**src/rtl/core/ioredir_pkg.sv**
```systemverilog
package ioredir_pkg;

    localparam int LEGACY_IRQS_DEF = 16;
    localparam int GSI_W           = 8;
    localparam int FLAGS_W         = 4;
    localparam int IRQ_W           = 8;
    localparam int VEC_W           = 8;
    localparam int APIC_W          = 8;
    localparam int WORD_W          = 16;
    localparam int IN_DATA_W       = 40;
    localparam int OUT_DATA_W      = 40;

    localparam logic [7:0] RED_BASE = 8'h10;
    localparam int BIT_ACTIVE_LOW   = 13;
    localparam int BIT_LEVEL        = 15;

    // two-bit mode codes, polarity in flags[1:0], trigger in flags[3:2]
    localparam logic [1:0] POL_HIGH   = 2'b01;
    localparam logic [1:0] POL_LOW    = 2'b11;
    localparam logic [1:0] TRIG_EDGE  = 2'b01;
    localparam logic [1:0] TRIG_LEVEL = 2'b11;

    typedef enum logic {
        KIND_LOAD = 1'b0,
        KIND_MAP  = 1'b1
    } t_kind;

    typedef struct packed {
        logic [FLAGS_W-1:0] flags;
        logic [GSI_W-1:0]   gsi;
    } t_entry;

    typedef struct packed {
        logic                 we;
        logic                 re;
    } t_tbl_ctl;

endpackage

```
**src/rtl/core/irq_override_to_redirection_entry.sv**
```systemverilog
// Channel  Dir  Signals                                   Content
// -------  ---  ----------------------------------------  ------------------------------
// s_axis   in   s_axis_tvalid/tready/tdata[39:0]/tuser[0]  load or map request beat
// m_axis   out  m_axis_tvalid/tready/tdata[39:0]           redirection entry fields
//
// One beat per cycle sustained while m_axis_tready is high. A map beat passes the table read,
// then the output register, before it is valid on m_axis; an m_axis stall can hold it in
// the read stage. Load beats give no output.
// The override table is a 16x12 synchronous memory read at the accept edge; a load
// writes at its own accept edge, so a following map always sees it.
// Reset: synchronous, active low; clears the per-entry valid bits so every entry
// reads as IRQ i -> GSI i, flags zero.
// Stalls: the output register plus the read stage hold two results; s_axis_tready
// drops only when both are full and m_axis_tready is low.
module irq_override_to_redirection_entry
    import ioredir_pkg::*;
#(
    parameter int LEGACY_IRQS = LEGACY_IRQS_DEF
) (
    input  logic                  i_clk,
    input  logic                  i_rst_n,
    input  logic                  s_axis_tvalid,
    output logic                  s_axis_tready,
    // [7:0] irq, [15:8] override_gsi, [19:16] override_flags, [27:20] apic_id,
    // [28] fallback_low, [29] edge_trigger, [37:30] vector, [39:38] zero
    input  logic [IN_DATA_W-1:0]  s_axis_tdata,
    // [0] kind
    input  logic [0:0]            s_axis_tuser,
    output logic                  m_axis_tvalid,
    input  logic                  m_axis_tready,
    // [7:0] register_index, [23:8] low_word, [31:24] destination, [39:32] resolved_gsi
    output logic [OUT_DATA_W-1:0] m_axis_tdata
);

    localparam int IDX_W = (LEGACY_IRQS > 1) ? $clog2(LEGACY_IRQS) : 1;

    // input unpack
    t_kind              in_kind;
    logic [IRQ_W-1:0]   in_irq;
    t_entry             in_entry;
    logic [APIC_W-1:0]  in_apic;
    logic               in_low;
    logic               in_edge;
    logic [VEC_W-1:0]   in_vec;
    logic               in_tab;
    logic               accept;
    logic               out_ld;
    t_tbl_ctl           tbl_ctl;
    t_entry             rd_entry;

    assign in_kind        = t_kind'(s_axis_tuser[0]);
    assign in_irq         = s_axis_tdata[7:0];
    assign in_entry.gsi   = s_axis_tdata[15:8];
    assign in_entry.flags = s_axis_tdata[19:16];
    assign in_apic        = s_axis_tdata[27:20];
    assign in_low         = s_axis_tdata[28];
    assign in_edge        = s_axis_tdata[29];
    assign in_vec         = s_axis_tdata[37:30];
    assign in_tab         = (in_irq < IRQ_W'(LEGACY_IRQS));

    // read stage (table read in flight)
    logic               r_s1_valid;
    logic               r_s1_tab;
    logic [IRQ_W-1:0]   r_s1_irq;
    logic [APIC_W-1:0]  r_s1_apic;
    logic               r_s1_low;
    logic               r_s1_edge;
    logic [VEC_W-1:0]   r_s1_vec;

    // output register
    logic               r_out_valid;
    logic [OUT_DATA_W-1:0] r_out_data;
    logic [OUT_DATA_W-1:0] n_out_data;

    assign out_ld        = !r_out_valid || m_axis_tready;
    assign s_axis_tready = !r_s1_valid || out_ld;
    assign accept        = s_axis_tvalid && s_axis_tready;

    assign tbl_ctl.we = accept && (in_kind == KIND_LOAD) && in_tab;
    assign tbl_ctl.re = accept && (in_kind == KIND_MAP) && in_tab;

    ioredir_table #(
        .DEPTH (LEGACY_IRQS),
        .IDX_W (IDX_W)
    ) u_table (
        .i_clk      (i_clk),
        .i_rst_n    (i_rst_n),
        .i_ctl      (tbl_ctl),
        .i_idx      (in_irq[IDX_W-1:0]),
        .i_wr_entry (in_entry),
        .o_rd_entry (rd_entry)
    );

    always_ff @(posedge i_clk) begin
        if (!i_rst_n) begin
            r_s1_valid <= 1'b0;
        end else if (s_axis_tready) begin
            r_s1_valid <= accept && (in_kind == KIND_MAP);
        end
    end

    always_ff @(posedge i_clk) begin
        if (accept) begin
            r_s1_tab  <= in_tab;
            r_s1_irq  <= in_irq;
            r_s1_apic <= in_apic;
            r_s1_low  <= in_low;
            r_s1_edge <= in_edge;
            r_s1_vec  <= in_vec;
        end
    end

    // resolve modes and compose the redirection fields
    logic               res_low;
    logic               res_edge;
    logic [GSI_W-1:0]   res_gsi;
    logic [WORD_W-1:0]  res_word;
    logic [7:0]         res_index;

    always_comb begin
        res_low  = r_s1_low;
        res_edge = r_s1_edge;
        res_gsi  = r_s1_irq;
        if (r_s1_tab) begin
            if (rd_entry.flags[1:0] == POL_LOW) begin
                res_low = 1'b1;
            end else if (rd_entry.flags[1:0] == POL_HIGH) begin
                res_low = 1'b0;
            end
            if (rd_entry.flags[3:2] == TRIG_EDGE) begin
                res_edge = 1'b1;
            end else if (rd_entry.flags[3:2] == TRIG_LEVEL) begin
                res_edge = 1'b0;
            end
            res_gsi = rd_entry.gsi;
        end
        res_word                 = {{(WORD_W-VEC_W){1'b0}}, r_s1_vec};
        res_word[BIT_ACTIVE_LOW] = res_low;
        res_word[BIT_LEVEL]      = !res_edge;
        // 0x10 + 2*gsi, wraps at 8 bits
        res_index  = RED_BASE + {res_gsi[GSI_W-2:0], 1'b0};
        n_out_data = {res_gsi, r_s1_apic, res_word, res_index};
    end

    always_ff @(posedge i_clk) begin
        if (!i_rst_n) begin
            r_out_valid <= 1'b0;
        end else if (out_ld) begin
            r_out_valid <= r_s1_valid;
        end
    end

    always_ff @(posedge i_clk) begin
        if (out_ld && r_s1_valid) begin
            r_out_data <= n_out_data;
        end
    end

    assign m_axis_tvalid = r_out_valid;
    assign m_axis_tdata  = r_out_data;

`ifndef ASSERT_OFF
    // a load beat never occupies the read stage
    a_load_no_result: assert property (@(posedge i_clk) disable iff (!i_rst_n)
        accept && (in_kind == KIND_LOAD) |=> !r_s1_valid)
        else $error("load beat entered read stage");

    // a map beat always enters the read stage
    a_map_tracked: assert property (@(posedge i_clk) disable iff (!i_rst_n)
        accept && (in_kind == KIND_MAP) |=> r_s1_valid)
        else $error("map beat lost at read stage");

    // a read result moves to an empty output register
    a_s1_advance: assert property (@(posedge i_clk) disable iff (!i_rst_n)
        r_s1_valid && !r_out_valid |=> r_out_valid)
        else $error("read result not moved to output");

    // input stalls only when both stages are full and the sink stalls
    a_stall_cause: assert property (@(posedge i_clk) disable iff (!i_rst_n)
        !s_axis_tready |-> r_s1_valid && r_out_valid && !m_axis_tready)
        else $error("input stalled without cause");
`endif

endmodule

```
**src/rtl/core/ioredir_table.sv**
```systemverilog
module ioredir_table
    import ioredir_pkg::*;
#(
    parameter int DEPTH = LEGACY_IRQS_DEF,
    parameter int IDX_W = (DEPTH > 1) ? $clog2(DEPTH) : 1
) (
    input  logic             i_clk,
    input  logic             i_rst_n,
    input  t_tbl_ctl         i_ctl,
    input  logic [IDX_W-1:0] i_idx,
    input  t_entry           i_wr_entry,
    output t_entry           o_rd_entry
);

    t_entry             r_mem [DEPTH];
    logic [DEPTH-1:0]   r_valid;
    t_entry             r_rd_data;
    logic               r_rd_valid;
    logic [IDX_W-1:0]   r_rd_idx;

    always_ff @(posedge i_clk) begin
        if (i_ctl.we) begin
            r_mem[i_idx] <= i_wr_entry;
        end
        if (i_ctl.re) begin
            r_rd_data <= r_mem[i_idx];
            r_rd_idx  <= i_idx;
        end
    end

    // unwritten entries read as the identity mapping
    always_ff @(posedge i_clk) begin
        if (!i_rst_n) begin
            r_valid    <= '0;
            r_rd_valid <= 1'b0;
        end else begin
            if (i_ctl.we) begin
                r_valid[i_idx] <= 1'b1;
            end
            if (i_ctl.re) begin
                r_rd_valid <= r_valid[i_idx];
            end
        end
    end

    always_comb begin
        if (r_rd_valid) begin
            o_rd_entry = r_rd_data;
        end else begin
            o_rd_entry.flags = '0;
            o_rd_entry.gsi   = GSI_W'(r_rd_idx);
        end
    end

endmodule

```
**config.mk**
```make
export PLATFORM = sky130hd
export DESIGN_NAME = irq_override_to_redirection_entry
export DESIGN_NICKNAME = d
export VERILOG_FILES = /design/src/rtl/core/ioredir_pkg.sv /design/src/rtl/core/irq_override_to_redirection_entry.sv /design/src/rtl/core/ioredir_table.sv
export SDC_FILE = /design/constraint.sdc
export NUM_CORES = 1
export LEC_CHECK = 0
export BUFFER_PORTS_ARGS = -buffer_cell sky130_fd_sc_hd__buf_4
export CELL_PAD_IN_SITES_DETAIL_PLACEMENT = 0
export CELL_PAD_IN_SITES_GLOBAL_PLACEMENT = 2
export CORE_UTILIZATION = 42
export CTS_CLUSTER_DIAMETER = 100
export CTS_CLUSTER_SIZE = 20
export DETAILED_ROUTE_END_ITERATION = 16
export PLACE_DENSITY = 0.72
export RECOVER_POWER = 50
export SLEW_MARGIN = 5
export SYNTH_ARGS = -nofsm -noshare
export SYNTH_HDL_FRONTEND = slang
export SYNTH_HIERARCHICAL = 1
export SYNTH_SLANG_ARGS = --single-unit
```
**constraint.sdc**
```tcl
create_clock -name i_clk -period 2.65 [get_ports i_clk]
set_input_delay 0.265 -clock i_clk [delete_from_list [all_inputs] [get_ports i_clk]]
set_output_delay 0.265 -clock i_clk [all_outputs]
set_load 0.02 [all_outputs]
```
==> flow_summary.ini, run 1 <==
[outcome]
status = finished with violations
violations = capacitance limit, slew limit

[power]
p_per_area_nw_per_um2 = 646
totalPowerFinal_mw = 8.03
power.leakage_nw = 4.10
peakVddDrop_mv = 0.521

[floorplan]
pin_count = 87
die_x_um = 162
die_y_um = 162
rows = 58
core_area_um2 = 25200
start_util_pct = 42.7
dieArea_um2 = 26300

[drt]
vias_per_cell = 5.15
dr.pass1.iters = 4
wl_per_cell_um = 20.8
drtIter0Drc = 328
antenna_left = 0
wl_um = 19300
vias = 4793
drc = 0

[setup_path]
start_kind = input port
critPathKind = input port to flop
critPathRequiredTime_ns = 2.85
timing.rr.start = m_axis_tvalid
r2r-end = m_axis_tdata[27]
cp-end-kind = flop
worstPathMaxFanout = 10
ff2ff_setup_slack_ns = 0.53
worstPathArrival_ns = 2.66
r2r_cells = 3

[timing]
slew_viol_final = 83
skew_ns = 0.0165
tightest_slew_ns = 1.80
rsz0062_at_grt = no
worst_slack_ns = 0.183
slew_headroom_pct = -20.0
final.setup.tns_ns = 0
finalCritPeriodShare_pct = 93.1
hold_viol_final = 0
finalSetupViolations = 0
finalCriticalPeriod_ns = 2.47
max_freq_ghz = 0.405

[min_path]
hold_class = input port to flop
min_path_cells = 3
hp-start = s_axis_tvalid
min_to = r_s1_valid

[yosys]
ys_seq_elements = 284
avgSynthCellArea_um2 = 23.0
synth_top_area_cell = edfxtp_1
synth_common_cells = edfxtp_1 (265), mux4_2 (33), mux4_1 (31), dfxtp_1 (19), o21a_1 (17)
synth_edf_count = 265
synth.most_common_cell = edfxtp_1
synthFlopType = edfxtp_1
synth_area_um2 = 10800
synthCells = 468
async_flop_share_pct = 0
synth.distinct_cells = 35
synth_top_cell_area_share_pct = 74.0
yosysSeqAreaShare_pct = 77.5
synth_warnings = 6
synthTopCellsByArea = edfxtp_1 (74%), mux4_1 (7.6%), mux4_2 (6.9%), dfxtp_1 (3.5%), o21a_1 (1.2%)

[global_route]
grt_first_pass_wirelength_um = 30000
track_usage_pct = 15.2
grt-ovfl-total = 0
grt_max_degree = 57
grt_pass1_vias = 5010
grt_antenna_before_repair = 0

[final_layout]
drive_above_1_share_pct = 23.2
layout.nets = 640
antenna_cells = 0
area_growth_pct = 15.5

[clock_network]
clk_latency_ns = 0.49
ctsLongestPathBuffers = 3
cts-htree-levels = 1
cts-root-buf = clkbuf_16
clock-sinks = 284
cts_inserted_buffers = 18
path_clk_slew_ns = 0.08
tritoncts = yes

[place]
portBuffers = 77
place_ws_ns = 0.151
gp_congestion = 0.716
dp_hpwl_um = 12400

[run]
maxCapViolCount = 4
## power by group
| part | switching, mW | internal (mW) |
|---|---|---|
| Clock | 1.36 | 1.32 |
| Sequential | 0.0143 | 4.94 |
| Combinational | 0.211 | 0.178 |
| Total | 1.58 | 6.45 |
## per-stage QoR
stage | instances | hold WS, ns | area [µm²] | util [%]
after global placement | 882 | 0.401 | 11800 | 47.0
after global routing | 930 | 0.0596 | 12400 | 49.3
after floorplan | 474 | 0.364 | 10800 | -
after CTS | 930 | 0.0534 | 12600 | 50.0
after detailed placement | 882 | 0.405 | 11800 | 47.0
final | 930 | 0.0624 | 12400 | 49.3
## layer usage
layer,GRT usage [%],share of wire (%),vias to the layer above
li1,-,-,2180
met2,25.0,48,137
met4,2.92,1.2,0
met1,21.7,45,2457
met5,0,0,-
met3,2.50,6.0,19
## layout by cell type (no fill, tap or decap), drive strengths merged, types with 3 or more instances in the layout
master	n
nor3	5
dfxtp	19
conb	7
edfxtp	265
o21a	17
mux2i	5
nand2	4
clkbuf	86
dlygate4sd3	22
inv	4
nor2b	3
buf	48
nor2	14
mux4	64
mux2	10
nand3b	3
and2	10
## worst max-delay path by stage
stage | startpoint | to | slack [ns] | cells after the start
detailed placement | s_axis_tdata[7] | u_table/r_mem[4][1] | 0.15 | 9
floorplan | m_axis_tvalid | u_table/r_rd_valid | 0.19 | 5
CTS | s_axis_tdata[7] | u_table/r_mem[4][2] | 0.10 | 10
global route | s_axis_tdata[7] | u_table/r_mem[8][4] | 0.03 | 10
global placement | s_axis_tdata[7] | u_table/r_mem[4][1] | 0.10 | 9
finish | s_axis_tdata[7] | u_table/r_mem[4][1] | 0.18 | 10
## flip-flops by register name, summed over array words and instances, names as in the netlist
name	cells
u_table/r_mem	192
m_axis_tdata	30
u_table/r_valid	16
u_table/r_rd_data	12
r_s1_apic	8
r_s1_irq	8
r_s1_vec	8
u_table/r_rd_idx	4
m_axis_tvalid	1
r_s1_edge	1
r_s1_low	1
r_s1_tab	1
r_s1_valid	1
u_table/r_rd_valid	1
## critical path, cell delays in order
cell and delay [ns]:
dlygate4sd3_1 0.53, clkbuf_1 0.13, nor4_2 0.31, buf_4 0.17, nand3_1 0.07, nor2_1 0.11, buf_4 0.15, or3b_2 0.51
nor2_1 0.18, buf_4 0.24
## layout make-up
cell class                 count  area [µm²]
clock buffer                  25         498
clock inverter                 1        16.3
fill                        2018       12800
inverter                       3        11.3
multi-input combinational    156        2210
sequential                   284        8340
tap                          330         413
timing repair buffer         131         941
## repair_timing
item / in CTS / in global routing
buffers inserted: 0 / 0
resized for setup: 0 / 1
setup endpoints to repair: 0 / 12
hold buffers: 22 / 0
endpoints found under the hold margin: 22 / 0
## cells by family after synthesis
logic type,count (synthesis),synth area share (%)
AO/OA/AOI/OAI,21,1.43
XOR/XNOR,2,0.163
adder cells (fa/ha/maj),1,0.116
buffers and inverters,34,2.43
flip-flops,284,77.5
multiplexers,79,16.0
other,1,0.0349
AND/OR/NAND/NOR,46,2.28
(Power assumes the default switching activity.)
==> inputs of run 2 (changes only) <==
--- a/config.mk
+++ b/config.mk
@@ -6,13 +6,14 @@
 export NUM_CORES = 1
 export LEC_CHECK = 0
 export BUFFER_PORTS_ARGS = -buffer_cell sky130_fd_sc_hd__buf_4
-export CELL_PAD_IN_SITES_DETAIL_PLACEMENT = 0
-export CELL_PAD_IN_SITES_GLOBAL_PLACEMENT = 2
-export CORE_UTILIZATION = 42
+export CELL_PAD_IN_SITES_DETAIL_PLACEMENT = 1
+export CELL_PAD_IN_SITES_GLOBAL_PLACEMENT = 1
+export CORE_UTILIZATION = 45
 export CTS_CLUSTER_DIAMETER = 100
 export CTS_CLUSTER_SIZE = 20
 export DETAILED_ROUTE_END_ITERATION = 16
-export PLACE_DENSITY = 0.72
+export GPL_TIMING_DRIVEN = 0
+export PLACE_DENSITY = 0.69
 export RECOVER_POWER = 50
 export SLEW_MARGIN = 5
 export SYNTH_ARGS = -nofsm -noshare
==> flow_summary.ini, run 2 (synthesis results as in run 1) <==
[outcome]
status = complete, no violations

[clock_network]
cts_inserted_buffers = 18
tritoncts = yes
cts-root-buf = clkbuf_16
cts-htree-levels = 1
path_clk_slew_ns = 0.09
clk_latency_ns = 0.51
ctsLongestPathBuffers = 3
clock-sinks = 284

[setup_path]
worstPathCellList = nand3b_1 -> nand3_1 -> nor2_1 -> or3b_2 -> nor2_2 -> buf_8
critPathBufInv = 1
start_kind = flop
worstPathMaxFanout = 8
crit_family = simple AND/OR/NAND/NOR gates
cp-end-kind = flop
worstPathArrival_ns = 2.74
cp.depth = 6
r2r_cells = 6
slowest_stage = or3b_2
critPathRequiredTime_ns = 2.87
critPathKind = flop to flop
slowest_delay_ns = 0.58

[drt]
vias = 5094
antenna_left = 0
drtIter0Drc = 458
drc = 0
vias_per_cell = 5.42
wl_um = 22900
wl_per_cell_um = 24.4
dr.pass1.iters = 4

[place]
post-place-cells = 887
place_ws_ns = -0.372
gp_congestion = 0.718
portBuffers = 77
dp_hpwl_um = 15100

[final_layout]
top_register = u_table/r_mem
utilization_pct = 53.9
antenna_cells = 0
layout.nets = 661
mostFrequentLayoutCells = edfxtp_1 (265), clkbuf_1 (56), mux4_2 (33), mux4_1 (31), dlygate4sd3_1 (26)
final_common_cell = edfxtp_1
drive_above_1_share_pct = 25.5
fin_cells = 939
largest_register_ffs = 192
area_growth_pct = 17.6

[floorplan]
die_y_um = 157
start_util_pct = 45.8
rows = 56
die_x_um = 157
pin_count = 87
core_area_um2 = 23500
dieArea_um2 = 24500

[timing]
worst_slack_ns = 0.126
slew_headroom_pct = 46.7
hold_viol_final = 0
final.setup.tns_ns = 0
tightest_slew_ns = 0.797
skew_ns = 0.0175
max_freq_ghz = 0.396
rsz0062_at_grt = yes
finalSetupViolations = 0
slew_viol_final = 0
finalCritPeriodShare_pct = 95.3
finalCriticalPeriod_ns = 2.52

[global_route]
grt-ovfl-total = 0
grt_max_degree = 31
grt_antenna_before_repair = 0
track_usage_pct = 19.3
grt_first_pass_wirelength_um = 33700
grt_pass1_vias = 5412

[min_path]
hold_class = input port to flop
min_path_cells = 3

[power]
power.leakage_nw = 4.17
peakVddDrop_mv = 0.454
p_per_area_nw_per_um2 = 636
totalPowerFinal_mw = 8.05

[run]
maxCapViolCount = 0
==> run 2: cell types whose count changed in the layout (fill, tap and decap cells not counted), sizes merged <==
cell	change
buf	+6
dlygate4sd3	+4
clkbuf	+9
clkinv	+1
==> run 2: worst register-to-register path: cells and delay by family, from the launching register on <==
family / cells / cell delay (ns)
simple gates: 5 / 1.67
flops: 1 / 0.34
buf+inv: 1 / 0.23
==> run 2: through the flow <==
stage	area (µm²)	hold WS (ns)
2_1_floorplan	10800	0.364
3_3_place_gp	11800	0.401
3_5_place_dp	12100	0.406
4_1_cts	12800	0.0300
5_1_grt	12600	0.0809
6_report	12600	0.0426
==> run 2: path summary, 6_finish.rpt <==
path	from	to	slack, ns
max	m_axis_tvalid	u_table/r_mem[8][0]	0.13
min	s_axis_tvalid	r_s1_valid	0.04
max reg2reg	m_axis_tvalid	u_table/r_mem[8][0]	0.13
min reg2reg	r_s1_vec[2]	m_axis_tdata[10]	0.42
==> run 2: layout make-up <==
class / instances / area (µm²)
tap: 319 / 399
fill: 2045 / 10800
inverter: 3 / 11.3
sequential: 284 / 8340
buffer: 31 / 250
timing repair buffer: 121 / 902
clock buffer: 23 / 469
clock inverter: 2 / 32.5
multi-input combinational: 156 / 2240
==> run 2: timing repair <==
item | 4_1_cts | 5_1_grt
hold buffers | 26 | 0
hold endpoints to repair | 29 | 0
gates cloned | 0 | 0
resized for setup | 1 | 1
endpoints found under the setup margin | 17 | 24
buffers inserted | 0 | 1
==> run 2: metal layers <==
metal	GRT usage [%]	vias to the layer above	wire (µm)
li1	-	2214	-
met1	26.6	2665	10000
met2	31.7	177	10900
met3	3.05	38	1400
met4	6.35	0	605
met5	0	-	0
==> run 2: report_power, final <==
group	internal (mW)	switching (mW)	total, mW
combinational	0.195	0.236	0.430
clock	1.27	1.39	2.66
sequential	4.94	0.0127	4.96
total	6.41	1.64	8.05
==> inputs of run 3 (changes only) <==
--- a/config.mk
+++ b/config.mk
@@ -5,15 +5,16 @@
 export SDC_FILE = /design/constraint.sdc
 export NUM_CORES = 1
 export LEC_CHECK = 0
+export ABC_AREA = 1
 export BUFFER_PORTS_ARGS = -buffer_cell sky130_fd_sc_hd__buf_4
 export CELL_PAD_IN_SITES_DETAIL_PLACEMENT = 1
 export CELL_PAD_IN_SITES_GLOBAL_PLACEMENT = 1
-export CORE_UTILIZATION = 45
+export CORE_UTILIZATION = 44
 export CTS_CLUSTER_DIAMETER = 100
 export CTS_CLUSTER_SIZE = 20
 export DETAILED_ROUTE_END_ITERATION = 16
 export GPL_TIMING_DRIVEN = 0
-export PLACE_DENSITY = 0.69
+export PLACE_DENSITY_LB_ADDON = 0.1
 export RECOVER_POWER = 50
 export SLEW_MARGIN = 5
 export SYNTH_ARGS = -nofsm -noshare
==> flow_summary.ini, run 3 <==
[timing]
final.setup.tns_ns = 0
hold_ws_ns = 0.0292
finalCriticalPeriod_ns = 2.50
finalSetupViolations = 0
hold_viol_final = 0
slew_headroom_pct = -8.80
finalCritPeriodShare_pct = 94.3
max_freq_ghz = 0.400
skew_ns = 0.0337
rsz0062_at_grt = no
slew_viol_final = 31
tightest_slew_ns = 1.63

[yosys]
ys_seq_elements = 284
synthFlopType = edfxtp_1
synth.most_common_cell = nand2_1
synth_common_cells = nand2_1 (278), edfxtp_1 (265), nor2_1 (51), nand4_1 (49), inv_1 (33)
synth_edf_count = 265
synthTopCellsByArea = edfxtp_1 (74%), nand2_1 (9.7%), dfxtp_1 (3.5%), nand4_1 (2.9%), nor2_1 (1.8%)
synthCells = 796
avgSynthCellArea_um2 = 13.5
synth.distinct_cells = 28
yosysSeqAreaShare_pct = 77.8
synth_top_area_cell = edfxtp_1
synth_area_um2 = 10700
synth_top_cell_area_share_pct = 74.2
async_flop_share_pct = 0
synth_warnings = 6

[final_layout]
antenna_cells = 0
fin_cells = 1268
largest_register_ffs = 192
mostFrequentLayoutCells = nand2_1 (280), edfxtp_1 (265), clkbuf_1 (55), nand4_1 (49), buf_4 (42)
area_growth_pct = 17.5
layout.nets = 983
final_common_cell = nand2_1
utilization_pct = 53.2
top_register = u_table/r_mem
drive_above_1_share_pct = 14.9

[setup_path]
critPathKind = input port to flop
critPathRequiredTime_ns = 2.78
start_kind = input port
worstPathMaxFanout = 13
r2r_cells = 7
cp-end-kind = flop
worstPathArrival_ns = 2.63

[outcome]
violations = capacitance limit, slew limit
status = finished with violations

[clock_network]
post_cts_buffers = 0
path_clk_slew_ns = 0.08
cts-htree-levels = 1
ctsLongestPathBuffers = 3
cts_inserted_buffers = 18
clock-sinks = 284
cts-root-buf = clkbuf_16
tritoncts = yes
clk_latency_ns = 0.53

[global_route]
grt_pass1_vias = 6998
grt_antenna_before_repair = 0
grt-ovfl-total = 0
track_usage_pct = 23.2
grt_first_pass_wirelength_um = 41700
grt_max_degree = 31

[drt]
wl_per_cell_um = 22.2
drtIter0Drc = 408
vias = 6666
dr.pass1.iters = 5
drc = 0
vias_per_cell = 5.26
wl_um = 28200
antenna_left = 0

[power]
p_per_area_nw_per_um2 = 652
p_int_mw = 6.41
p_switching_mw = 1.80
p_clk_share_pct = 33.5
pwr-share-comb_pct = 6.1
power.leakage_nw = 4.49
sequentialPowerShare_pct = 60.4
peakVddDrop_mv = 0.718
switching_share_pct = 21.9

[floorplan]
die_y_um = 158
die_x_um = 158
pin_count = 87
dieArea_um2 = 25000
start_util_pct = 45.3
core_area_um2 = 23700
rows = 56

[min_path]
hold_class = input port to flop
min_path_cells = 3

[place]
gp_congestion = 0.806
post-place-cells = 1211
dp_hpwl_um = 19100
portBuffers = 77

[run]
maxCapViolCount = 1
-- run 3: changes by cell type in the layout (fill, tap and decap cells not counted), sizes merged, moves of 4 or more --
cell / change
mux2i: -4
nand4: +49
inv: +33
mux2: -6
buf: +13
mux4: -64
o21a: -15
nand2: +282
nor2: +40
a22oi: +24
and2: -10
-- run 3: what timing repair did --
| action | 4_1_cts | 5_1_grt |
|---|---|---|
| endpoints found under the hold margin | 28 | 0 |
| endpoints found under the setup margin | 0 | 12 |
| resized for setup | 0 | 1 |
| hold buffers | 25 | 0 |
-- run 3: power groups by stage --
stage | Combinational [mW] | Sequential, mW | Clock [mW]
after floorplan | 0.217 | 5.08 | 0
after global placement | 0.464 | 5.06 | 0
after detailed placement | 0.491 | 5.06 | 0
after CTS | 0.525 | 4.96 | 2.82
after global routing | 0.540 | 4.97 | 2.95
final | 0.500 | 4.96 | 2.75
-- run 3: cell type report --
cell class                 instances  area [µm²]
fill                            2434       11100
sequential                       284        8340
multi-input combinational        443        2070
timing repair buffer             115         866
clock buffer                      30         495
tap                              319         399
buffer                            39         263
inverter                          36         135
clock inverter                     2        32.5
-- run 3: metal layers --
layer  part of all wire, %  GRT usage, %  wire, µm  vias to the layer above
li1                      -             -         -                     3039
met2                    50          41.2     14200                      218
met5                     0             0         0                        -
met4                   2.9          7.19       831                        0
met3                   5.3          3.31      1490                       52
met1                    41          29.1     11700                     3357
-- run 3: path summary, 6_finish.rpt --
check                  startpoint               endpoint  slack (ns)
hold reg to reg      r_s1_apic[4]       m_axis_tdata[28]        0.43
setup / recovery  s_axis_tdata[6]  u_table/r_mem[14][10]        0.15
setup reg to reg    m_axis_tvalid  u_table/r_mem[14][10]        0.29
hold / removal            i_rst_n             r_s1_valid        0.03
-- run 3: through the flow --
step           power [mW]  area [µm²]  setup WS [ns]
2_1_floorplan        5.30       10700          0.259
3_3_place_gp         5.53       11700         -0.301
3_5_place_dp         5.56       12000          0.153
4_1_cts              8.31       12700          0.108
5_1_grt              8.46       12600         0.0130
6_report             8.22       12600          0.151
-- run 3: worst max-delay path, cell delays in order --
cell	delay, ns
dlygate4sd3_1	0.54
clkbuf_4	0.14
nor2_1	0.12
nand2_1	0.15
nor3_1	0.21
inv_1	0.12
nor3_1	0.20
inv_1	0.17
nor2_2	0.70
-- run 3: cells by family (layout without fill, tap and decap cells) --
family | count (synthesis) | in the layout | share of synthesized area (%)
other cells | 1 | 7 | 0.0350
mux | 5 | 5 | 0.513
fa+ha+maj | 1 | 1 | 0.117
simple gates | 398 | 398 | 15.7
flops | 284 | 284 | 77.8
compound gates | 31 | 31 | 2.08
buf+inv | 75 | 222 | 3.71
xor+xnor | 1 | 1 | 0.0817
